### src/rtl/rad_pkg.sv
// ============================================================================
// rad_pkg
// Shared types and constants for the RTP audio depacketizer.
// ============================================================================
package rad_pkg;

    // Field widths fixed by the interface.
    localparam int BYTE_W = 8;
    localparam int LEN_W  = 13;
    localparam int SEQ_W  = 16;
    localparam int PT_W   = 7;
    localparam int CSRC_W = 4;
    localparam int BASE_W = 7;   // 12 + 4 * 15 = 72 fits in seven bits
    localparam int HDR_W  = 19;  // 76 + 4 * 65535 = 262216 fits in 19 bits

    // RTP header constants.
    localparam logic [BASE_W-1:0] MIN_HEADER_BYTES = 7'd12;
    localparam logic [PT_W-1:0]   PT_RESET_VALUE   = 7'd111;
    localparam int                EXT_BIT          = 4;

    // Decoupling queue between the parser and the frame builder.
    localparam int QUEUE_DEPTH = 4;
    localparam int QPTR_W      = $clog2(QUEUE_DEPTH);
    localparam int QCNT_W      = $clog2(QUEUE_DEPTH + 1);

    // One payload byte as handed from the parser to the frame builder.
    typedef struct packed {
        logic [BYTE_W-1:0] data;
        logic              last;   // final payload byte of the frame
        logic              first;  // first payload byte: prefix goes out ahead
        logic [SEQ_W-1:0]  seq;    // sequence number for the prefix
    } rad_entry_t;

endpackage

### src/rtl/rad_front.sv
// ============================================================================
// rad_front
// Header parser: tracks the byte position, decodes the RTP header fields and
// decides for each accepted byte whether it is a payload byte to forward.
// ============================================================================
module rad_front
    import rad_pkg::*;
#(
    parameter int MAX_PACKET_BYTES = 4096
) (
    input  logic              clk,
    input  logic              rst_n,
    input  logic              cfg_we,
    input  logic [PT_W-1:0]   cfg_wdata,
    input  logic              accept,
    input  logic [BYTE_W-1:0] data_byte,
    input  logic [LEN_W-1:0]  packet_length,
    input  logic              last_byte,
    output logic              push,
    output rad_entry_t        push_entry
);

    localparam int POS_W = $clog2(MAX_PACKET_BYTES + 1);
    localparam int CMP_W = (POS_W > HDR_W) ? POS_W : HDR_W;
    localparam logic [POS_W-1:0] POS_MAX = POS_W'(MAX_PACKET_BYTES);

    logic [PT_W-1:0]   pt_reg;
    logic [POS_W-1:0]  pos_reg,     pos_next;
    logic [SEQ_W-1:0]  seq_reg,     seq_next;
    logic [CSRC_W-1:0] csrc_reg,    csrc_next;
    logic              ext_reg,     ext_next;
    logic [BYTE_W-1:0] ext_hi_reg,  ext_hi_next;
    logic [HDR_W-1:0]  hdr_len_reg, hdr_len_next;
    logic              discard_reg, discard_next;

    logic [BASE_W-1:0] base_new;
    logic [BASE_W-1:0] base_cur;
    logic [CMP_W-1:0]  pos_x;
    logic [CMP_W-1:0]  len_x;
    logic [CMP_W-1:0]  hdr_x;
    logic [CMP_W-1:0]  ext_total;
    logic              ext_fits;
    logic              emit;
    logic              fin;

    assign pos_x     = CMP_W'(pos_reg);
    assign len_x     = CMP_W'(packet_length);
    assign hdr_x     = CMP_W'(hdr_len_reg);
    assign base_new  = MIN_HEADER_BYTES + {1'b0, data_byte[CSRC_W-1:0], 2'b00};
    assign base_cur  = MIN_HEADER_BYTES + {1'b0, csrc_reg, 2'b00};
    assign ext_fits  = (CMP_W'(base_new) + CMP_W'(4)) <= len_x;
    assign ext_total = CMP_W'(base_cur) + CMP_W'(4) + CMP_W'({ext_hi_reg, data_byte, 2'b00});

    // Position zero is excluded because the header length is still cleared there.
    assign emit = (pos_reg != '0) && !discard_reg && !ext_reg
                  && (pos_x >= hdr_x) && (pos_x < len_x);
    assign fin  = last_byte || ((pos_x + CMP_W'(1)) == len_x);

    assign push             = accept && emit;
    assign push_entry.data  = data_byte;
    assign push_entry.last  = fin;
    assign push_entry.first = (pos_x == hdr_x);
    assign push_entry.seq   = seq_reg;

    always_comb
    begin
        pos_next     = pos_reg;
        seq_next     = seq_reg;
        csrc_next    = csrc_reg;
        ext_next     = ext_reg;
        ext_hi_next  = ext_hi_reg;
        hdr_len_next = hdr_len_reg;
        discard_next = discard_reg;
        if (accept)
        begin
            case (pos_reg)
                POS_W'(0):
                begin
                    csrc_next    = data_byte[CSRC_W-1:0];
                    hdr_len_next = HDR_W'(base_new);
                    ext_next     = data_byte[EXT_BIT] && ext_fits;
                    discard_next = (len_x < CMP_W'(MIN_HEADER_BYTES))
                                   || (32'(packet_length) > MAX_PACKET_BYTES)
                                   || (!(data_byte[EXT_BIT] && ext_fits)
                                       && (CMP_W'(base_new) >= len_x));
                end
                POS_W'(1):
                begin
                    if (data_byte[PT_W-1:0] != pt_reg)
                    begin
                        discard_next = 1'b1;
                    end
                end
                POS_W'(2):
                begin
                    seq_next[15:8] = data_byte;
                end
                POS_W'(3):
                begin
                    seq_next[7:0] = data_byte;
                end
                default:
                begin
                end
            endcase

            if (ext_reg && (pos_x >= CMP_W'(4)))
            begin
                if (pos_x == (CMP_W'(base_cur) + CMP_W'(2)))
                begin
                    ext_hi_next = data_byte;
                end
                else if (pos_x == (CMP_W'(base_cur) + CMP_W'(3)))
                begin
                    hdr_len_next = HDR_W'(ext_total);
                    ext_next     = 1'b0;
                    if (ext_total >= len_x)
                    begin
                        discard_next = 1'b1;
                    end
                end
            end

            if (emit && fin)
            begin
                discard_next = 1'b1;
            end

            if (last_byte)
            begin
                pos_next     = '0;
                seq_next     = '0;
                csrc_next    = '0;
                ext_next     = 1'b0;
                ext_hi_next  = '0;
                hdr_len_next = '0;
                discard_next = 1'b0;
            end
            else if (pos_reg < POS_MAX)
            begin
                pos_next = pos_reg + POS_W'(1);
            end
        end
    end

    always_ff @(posedge clk or negedge rst_n)
    begin
        if (!rst_n)
        begin
            pt_reg      <= PT_RESET_VALUE;
            pos_reg     <= '0;
            seq_reg     <= '0;
            csrc_reg    <= '0;
            ext_reg     <= 1'b0;
            ext_hi_reg  <= '0;
            hdr_len_reg <= '0;
            discard_reg <= 1'b0;
        end
        else
        begin
            if (cfg_we)
            begin
                pt_reg <= cfg_wdata;
            end
            pos_reg     <= pos_next;
            seq_reg     <= seq_next;
            csrc_reg    <= csrc_next;
            ext_reg     <= ext_next;
            ext_hi_reg  <= ext_hi_next;
            hdr_len_reg <= hdr_len_next;
            discard_reg <= discard_next;
        end
    end

endmodule

### src/rtl/rad_queue.sv
// ============================================================================
// rad_queue
// Small register queue that decouples the parser from the frame builder.
// ============================================================================
module rad_queue
    import rad_pkg::*;
(
    input  logic              clk,
    input  logic              rst_n,
    input  logic              push,
    input  rad_entry_t        push_entry,
    input  logic              pop,
    output rad_entry_t        head_entry,
    output logic [QCNT_W-1:0] count
);

    rad_entry_t          slot_reg [QUEUE_DEPTH];
    logic [QPTR_W-1:0]   wr_ptr_reg;
    logic [QPTR_W-1:0]   rd_ptr_reg;
    logic [QCNT_W-1:0]   count_reg;

    assign head_entry = slot_reg[rd_ptr_reg];
    assign count      = count_reg;

    always_ff @(posedge clk)
    begin
        if (push)
        begin
            slot_reg[wr_ptr_reg] <= push_entry;
        end
    end

    always_ff @(posedge clk or negedge rst_n)
    begin
        if (!rst_n)
        begin
            wr_ptr_reg <= '0;
            rd_ptr_reg <= '0;
            count_reg  <= '0;
        end
        else
        begin
            if (push)
            begin
                wr_ptr_reg <= (wr_ptr_reg == QPTR_W'(QUEUE_DEPTH - 1)) ? '0
                                                                      : wr_ptr_reg + QPTR_W'(1);
            end
            if (pop)
            begin
                rd_ptr_reg <= (rd_ptr_reg == QPTR_W'(QUEUE_DEPTH - 1)) ? '0
                                                                      : rd_ptr_reg + QPTR_W'(1);
            end
            count_reg <= count_reg + QCNT_W'(push) - QCNT_W'(pop);
        end
    end

endmodule

### src/rtl/rad_back.sv
// ============================================================================
// rad_back
// Frame builder: emits the four-byte prefix ahead of the first payload byte
// and one output beat per payload byte.
// ============================================================================
module rad_back
    import rad_pkg::*;
(
    input  logic              clk,
    input  logic              rst_n,
    input  logic              q_valid,
    input  rad_entry_t        q_entry,
    output logic              q_pop,
    output logic              out_valid,
    input  logic              out_ready,
    output logic [BYTE_W-1:0] out_byte,
    output logic              out_last
);

    typedef enum logic [2:0] {
        PH_SEQ_LO,
        PH_SEQ_HI,
        PH_PAD0,
        PH_PAD1,
        PH_DATA
    } phase_t;

    phase_t     phase_reg;
    logic       busy_reg;
    rad_entry_t cur_reg;
    logic       final_beat;

    assign final_beat = busy_reg && out_ready && (phase_reg == PH_DATA);
    assign q_pop      = q_valid && (!busy_reg || final_beat);
    assign out_valid  = busy_reg;
    assign out_last   = (phase_reg == PH_DATA) && cur_reg.last;

    always_comb
    begin
        case (phase_reg)
            PH_SEQ_LO: out_byte = cur_reg.seq[7:0];
            PH_SEQ_HI: out_byte = cur_reg.seq[15:8];
            PH_DATA:   out_byte = cur_reg.data;
            default:   out_byte = '0;
        endcase
    end

    always_ff @(posedge clk)
    begin
        if (q_pop)
        begin
            cur_reg <= q_entry;
        end
    end

    always_ff @(posedge clk or negedge rst_n)
    begin
        if (!rst_n)
        begin
            busy_reg  <= 1'b0;
            phase_reg <= PH_DATA;
        end
        else if (q_pop)
        begin
            busy_reg  <= 1'b1;
            phase_reg <= q_entry.first ? PH_SEQ_LO : PH_DATA;
        end
        else if (busy_reg && out_ready)
        begin
            case (phase_reg)
                PH_SEQ_LO: phase_reg <= PH_SEQ_HI;
                PH_SEQ_HI: phase_reg <= PH_PAD0;
                PH_PAD0:   phase_reg <= PH_PAD1;
                PH_PAD1:   phase_reg <= PH_DATA;
                default:   busy_reg  <= 1'b0;
            endcase
        end
    end

endmodule

### src/rtl/rtp_audio_depacketizer_unit.sv
// ============================================================================
// rtp_audio_depacketizer_unit
// Strips RTP headers and rebuilds audio frames with a sequence-number prefix.
// ============================================================================
// The block takes one RTP packet byte per beat and can accept a byte in every
// clock cycle while in_ready is high. A header parser checks the length,
// payload type, CSRC count and header extension; a packet that is too short,
// too long, of the wrong type or whose header does not end before the packet
// does gives no output. For a kept packet the frame starts with the sequence
// number low byte, high byte, two zero bytes, and then the payload bytes, with
// out_last on the last one. The parser and the frame builder are joined by a
// four-entry queue. The first payload byte of a frame turns into five output
// beats; with back-to-back input and a free output the queue takes up part of
// that burst and in_ready may drop, after which bytes stream at one per cycle
// again, and the header bytes of the next packet give no output and let the
// queue drain. The output side delivers at most one beat per cycle, which
// sets the sustained throughput at one byte per cycle. in_ready drops only
// while that queue is full. An accepted payload byte passes through the queue
// and then the builder's entry register before its first output beat. The
// payload type register is written through cfg_we/cfg_wdata and resets to 111.
module rtp_audio_depacketizer_unit
    import rad_pkg::*;
#(
    parameter int MAX_PACKET_BYTES = 4096
) (
    input  logic              clk,
    input  logic              rst_n,
    // Configuration
    input  logic              cfg_we,
    input  logic [PT_W-1:0]   cfg_wdata,
    // Packet bytes in
    input  logic              in_valid,
    output logic              in_ready,
    input  logic [BYTE_W-1:0] data_byte,
    input  logic [LEN_W-1:0]  packet_length,
    input  logic              last_byte,
    // Frame bytes out
    output logic              out_valid,
    input  logic              out_ready,
    output logic [BYTE_W-1:0] out_byte,
    output logic              out_last
);

    logic              in_fire;
    logic              q_push;
    logic              q_pop;
    rad_entry_t        q_in;
    rad_entry_t        q_head;
    logic [QCNT_W-1:0] q_count;

    // The queue count is a register, so ready never depends on the input valid.
    assign in_ready = (q_count != QCNT_W'(QUEUE_DEPTH));
    assign in_fire  = in_valid && in_ready;

    rad_front #(
        .MAX_PACKET_BYTES (MAX_PACKET_BYTES)
    ) u_front (
        .clk           (clk),
        .rst_n         (rst_n),
        .cfg_we        (cfg_we),
        .cfg_wdata     (cfg_wdata),
        .accept        (in_fire),
        .data_byte     (data_byte),
        .packet_length (packet_length),
        .last_byte     (last_byte),
        .push          (q_push),
        .push_entry    (q_in)
    );

    rad_queue u_queue (
        .clk        (clk),
        .rst_n      (rst_n),
        .push       (q_push),
        .push_entry (q_in),
        .pop        (q_pop),
        .head_entry (q_head),
        .count      (q_count)
    );

    // The builder pops the next entry in the same cycle its current frame
    // byte leaves, so back-to-back payload bytes stream without a bubble.
    rad_back u_back (
        .clk       (clk),
        .rst_n     (rst_n),
        .q_valid   (q_count != '0),
        .q_entry   (q_head),
        .q_pop     (q_pop),
        .out_valid (out_valid),
        .out_ready (out_ready),
        .out_byte  (out_byte),
        .out_last  (out_last)
    );

    // The queue occupancy never exceeds its depth.
    assert property (@(posedge clk) disable iff (!rst_n)
        q_count <= QCNT_W'(QUEUE_DEPTH))
        else $error("queue occupancy above depth");

    // An entry is only taken from a non-empty queue.
    assert property (@(posedge clk) disable iff (!rst_n)
        q_pop |-> (q_count != '0))
        else $error("pop from empty queue");

    // Occupancy follows pushes and pops exactly.
    assert property (@(posedge clk) disable iff (!rst_n)
        1'b1 |=> (q_count == ($past(q_count) + QCNT_W'($past(q_push))
                              - QCNT_W'($past(q_pop)))))
        else $error("queue count out of step with push and pop");

    // A payload byte is only forwarded from a beat that was accepted.
    assert property (@(posedge clk) disable iff (!rst_n)
        q_push |-> in_fire)
        else $error("queue push without an accepted input beat");

endmodule
### config.mk
export PLATFORM = sky130hd
export DESIGN_NAME = rtp_audio_depacketizer_unit
export DESIGN_NICKNAME = d
export VERILOG_FILES = /design/src/rtl/rad_pkg.sv /design/src/rtl/rad_front.sv /design/src/rtl/rad_queue.sv /design/src/rtl/rad_back.sv /design/src/rtl/rtp_audio_depacketizer_unit.sv
export SDC_FILE = /design/constraint.sdc
export NUM_CORES = 1
export LEC_CHECK = 0
export ABC_AREA = 1
export CAP_MARGIN = 15
export CORE_MARGIN = 4
export CORE_UTILIZATION = 45
export DETAILED_ROUTE_END_ITERATION = 8
export DONT_BUFFER_PORTS = 1
export PLACE_DENSITY = 0.68
export SYNTH_ARGS = -nofsm -noshare
export SYNTH_HDL_FRONTEND = slang
export SYNTH_HIERARCHICAL = 1
export SYNTH_SLANG_ARGS = --single-unit
### constraint.sdc
create_clock -name clk -period 7.7 [get_ports clk]
set_clock_uncertainty 0.15 [all_clocks]
set_input_delay 1.155 -clock clk [delete_from_list [all_inputs] [get_ports clk]]
set_output_delay 1.155 -clock clk [all_outputs]
set_load 0.02 [all_outputs]
==> results by group <==
Clock tree
  – CTS Root Cell: clkbuf_16
  – Clk slew on worst S/H paths: around 70 ps
  – TritonCTS clock tree: done
  – CTS Buf Count: 23
  – Post-CTS sizing: 0
  – Number of hold buffers added after cts: 0
  – Clk_lat worst skew: 500 ps
  – Setup bufs post-CTS: 0
  – Clock buffer depth: 3
  – CTS Sinks: between 200 and 250
  – H-tree levels: 1

Setup path
  – Max stage delay on crit path: between 800 and 900 ps
  – Critical Path, Cell by Cell: inv_1 > ha_1 > inv_1 > nor3_1 > nand4_1 > nand2_1 > nor2_1 > nand2_1 > nor3_1 > nand2_1 > inv_1
  – Crit-path slowest cell: nor3_1
  – Crit start category: flop
  – Crit end category: flop
  – Worst EP required: ~7700 ps
  – Critical path class: reg2reg
  – Crit path DAT: roughly 4200 ps
  – Critical path fanouts, max: 26

Yosys
  – Syn Area/Cell: ~8.7 um2
  – Top-area cell type share of the netlist area: 0.3250
  – Combinational family with the most area after synthesis: simple AND/OR/NAND/NOR gates
  – Top post-synthesis cells by area: edfxtp_1 (32%), dfrtp_1 (15%), nand2_1 (13%)
  – Synth Area in Simple Gates: 0.2350
  – Post-synth top flop: edfxtp_1
  – Seq/Total Area, Yosys: 0.4936
  – Post-Synth Adder-Cell Area: 0.07788
  – Unique cell type count in the Yosys netlist: 56
  – Post-Syn Area: 11,920 um2
  – FF+latch count, synth: around 210
  – EDFF count, synth: approximately 130
  – Async S/R FF share, synth: 0.3828
  – Synth Net Count: 1,478
  – Xor and xnor area share after synthesis: 0.01942
  – Ys Warns: 6
  – Post-synth top area cell: edfxtp_1
  – Post-synthesis mux area share: 0.003779
  – Synth Area in Compound Gates: 0.07075
  – Post-synthesis instance total: 1,371

STA
  – Worst slew pin tran: ~1100 ps
  – RSZ-0062 raised after global routing: no
  – Fin Setup TNS: 0 ps
  – Final setup vio count: 0
  – Max Clock Freq: ~230 MHz
  – Post-route clock period utilization: 0.5536
  – Tmin final: around 4300 ps
  – Hold WS: 205.4 ps
  – Max-slew violations: 0
  – Max_slew headroom: 0.2281
  – Final hold violation count: 0

GRT
  – Largest net degree at the start of global routing: 81
  – GR peak layer: met2
  – Grt met2 use: 0.3379
  – GRT Total Usage: 0.1898
  – GRT overflow: 0
  – Number of global-route vias before repair: approximately 8,600
  – GR met3 Demand/Resource: 0.02380
  – Initial antenna violation count: 0
  – Met1 usage: 0.2468
  – First-pass GRT wire length: 44,520 um

Die
  – Site Rows: about 60
  – Initial Util: 0.4574
  – IO Count: 45
  – Die Ht: about 170 um
  – Core Box Area: about 26,000 um2
  – Die ar.: between 20,000 and 30,000 um2
  – Die W: 170.8 um

Route
  – DRT antenna net count: 0
  – Total wire length: ~27,000 um
  – Drt first pass iters: 6
  – Drt drc: 0
  – Initial DRC count: approximately 730
  – DR vias: roughly 9,000
  – DR vias/cell: 5.240
  – Routed WL per cell: ~16 um

Pwr
  – Total power: 4.411 mW
  – PwrDens: 341.2 nW/um2
  – Peak VDD IR: between 0.3 and 0.4 mV
  – Leakage: slightly above 6 nW

Job
  – Maxcap violations: 0

Placed design
  – Port Buffers: 0
  – Post-DP HPWL: approximately 20,000 um
  – Final Wtd Congestion: between 0.9 and 1

Finish
  – Filler Cell Count: between 2,000 and 2,500
  – Antenna cells: 0
  – Final Net Count: ~1,500
  – Fraction of layout cells with a size suffix above 1: 0.08358
  – Layout area overhead: 8.460%
  – Largest register FFs: about 100

Status
  – Status: finished, final reports clean

Min path
  – Worst Hold Class: in2async
## cells in the mapped netlist, types with 6 or more instances
master	number
ha_1	71
dfrtp_1	73
clkbuf_1	8
nand2_1	411
nor3_1	14
o21ai_1	15
o21ai_2	11
nor2_1	55
o21ai_0	48
xnor2_1	8
edfxtp_1	129
nand4_1	19
nor2_4	6
nand2_2	7
buf_4	17
dfstp_2	7
inv_1	219
buf_2	8
nand3_1	112
a21oi_1	30
buf_6	8
inv_2	10
xor2_1	14
o22ai_1	16
## cell type report
class | count | area (um2) | share of cell area
Tap cell | 335 | 419.2 | 0.03242
Clock buffer | 25 | 614.3 | 0.04752
Clock inverter | 16 | 203.9 | 0.01577
Multi-Input combinational cell | 888 | 4853 | 0.3754
Sequential cell | 209 | 5884 | 0.4551
Inverter | 232 | 880.8 | 0.06813
Timing Repair Buffer | 6 | 72.57 | 0.005613
## through the flow
| stage | utilization | setup WS (ps) | std cells | instance area [um2] |
|---|---|---|---|---|
| 2_1_floorplan | - | 3878 | 1371 | 11920 |
| 3_3_place_gp | 0.4631 | 3152 | 1668 | 12070 |
| 3_5_place_dp | 0.4631 | 3084 | 1668 | 12070 |
| 4_1_cts | 0.4945 | 3410 | 1709 | 12890 |
| 5_1_grt | 0.4961 | 3094 | 1711 | 12930 |
| 6_report | 0.4961 | 3438 | 1711 | 12930 |
## logic make-up (layout without fill, tap and decap cells)
group                    Yosys count  in the layout
AO/OA/AOI/OAI                    141            141
XOR/XNOR                          24             24
adder cells (fa/ha/maj)           73             73
buffers and inverters            274            279
flip-flops                       209            209
multiplexers                       4              4
other                              1              1
AND/OR/NAND/NOR                  645            645
## final timing paths
path / end / depth (start not counted) / slack (ps) / from
worst min register to register: u_front/ext_hi_reg[6]$_DFFE_PN0P_ / 2 / 340 / u_front/ext_hi_reg[6]$_DFFE_PN0P_
min in group clk: u_front/ext_hi_reg[6]$_DFFE_PN0P_ / 2 / 340 / u_front/ext_hi_reg[6]$_DFFE_PN0P_
worst max-delay path: u_queue/slot_reg[2][0]$_DFFE_PP_ / 11 / 3440 / u_front/pos_reg[1]$_DFFE_PN0P_
max in group asynchronous: u_back/phase_reg[2]$_DFFE_PN1P_ / 0 / 6970 / rst_n
worst max register to register: u_queue/slot_reg[2][0]$_DFFE_PP_ / 11 / 3440 / u_front/pos_reg[1]$_DFFE_PN0P_
worst min-delay path: u_front/pos_reg[7]$_DFFE_PN0P_ / 0 / 210 / rst_n
## power by group
group	internal (mW)	leakage [nW]	switching [mW]
clock network	0.716	0.389	0.452
registers	1.50	2.23	0.174
logic	0.492	3.47	1.07
## worst max-delay path: cells and delay by family (launching register included)
kind,cells,cell delay (ps)
adder cells (fa/ha/maj),1,210
AND/OR/NAND/NOR,7,1920
buffers and inverters,3,1050
flip-flops,1,520
## layout by cell type, fill, tap and decap left out, types with 15 or more instances in the layout
cell type  instances
dfrtp_1           73
nand3_1          112
o21ai_0           48
o21ai_1           15
inv_1            219
nand2_1          411
a21oi_1           30
edfxtp_1         129
ha_1              71
nor2_1            55
o22ai_1           16
clkbuf_16         24
nand4_1           19
## metal layers
metal	wire (um)	part of all wire
met5	0	0
met4	565	0.021
met3	1363	0.050
met2	13470	0.49
met1	12100	0.44
No activity file was read; power rests on OpenSTA's default activity.
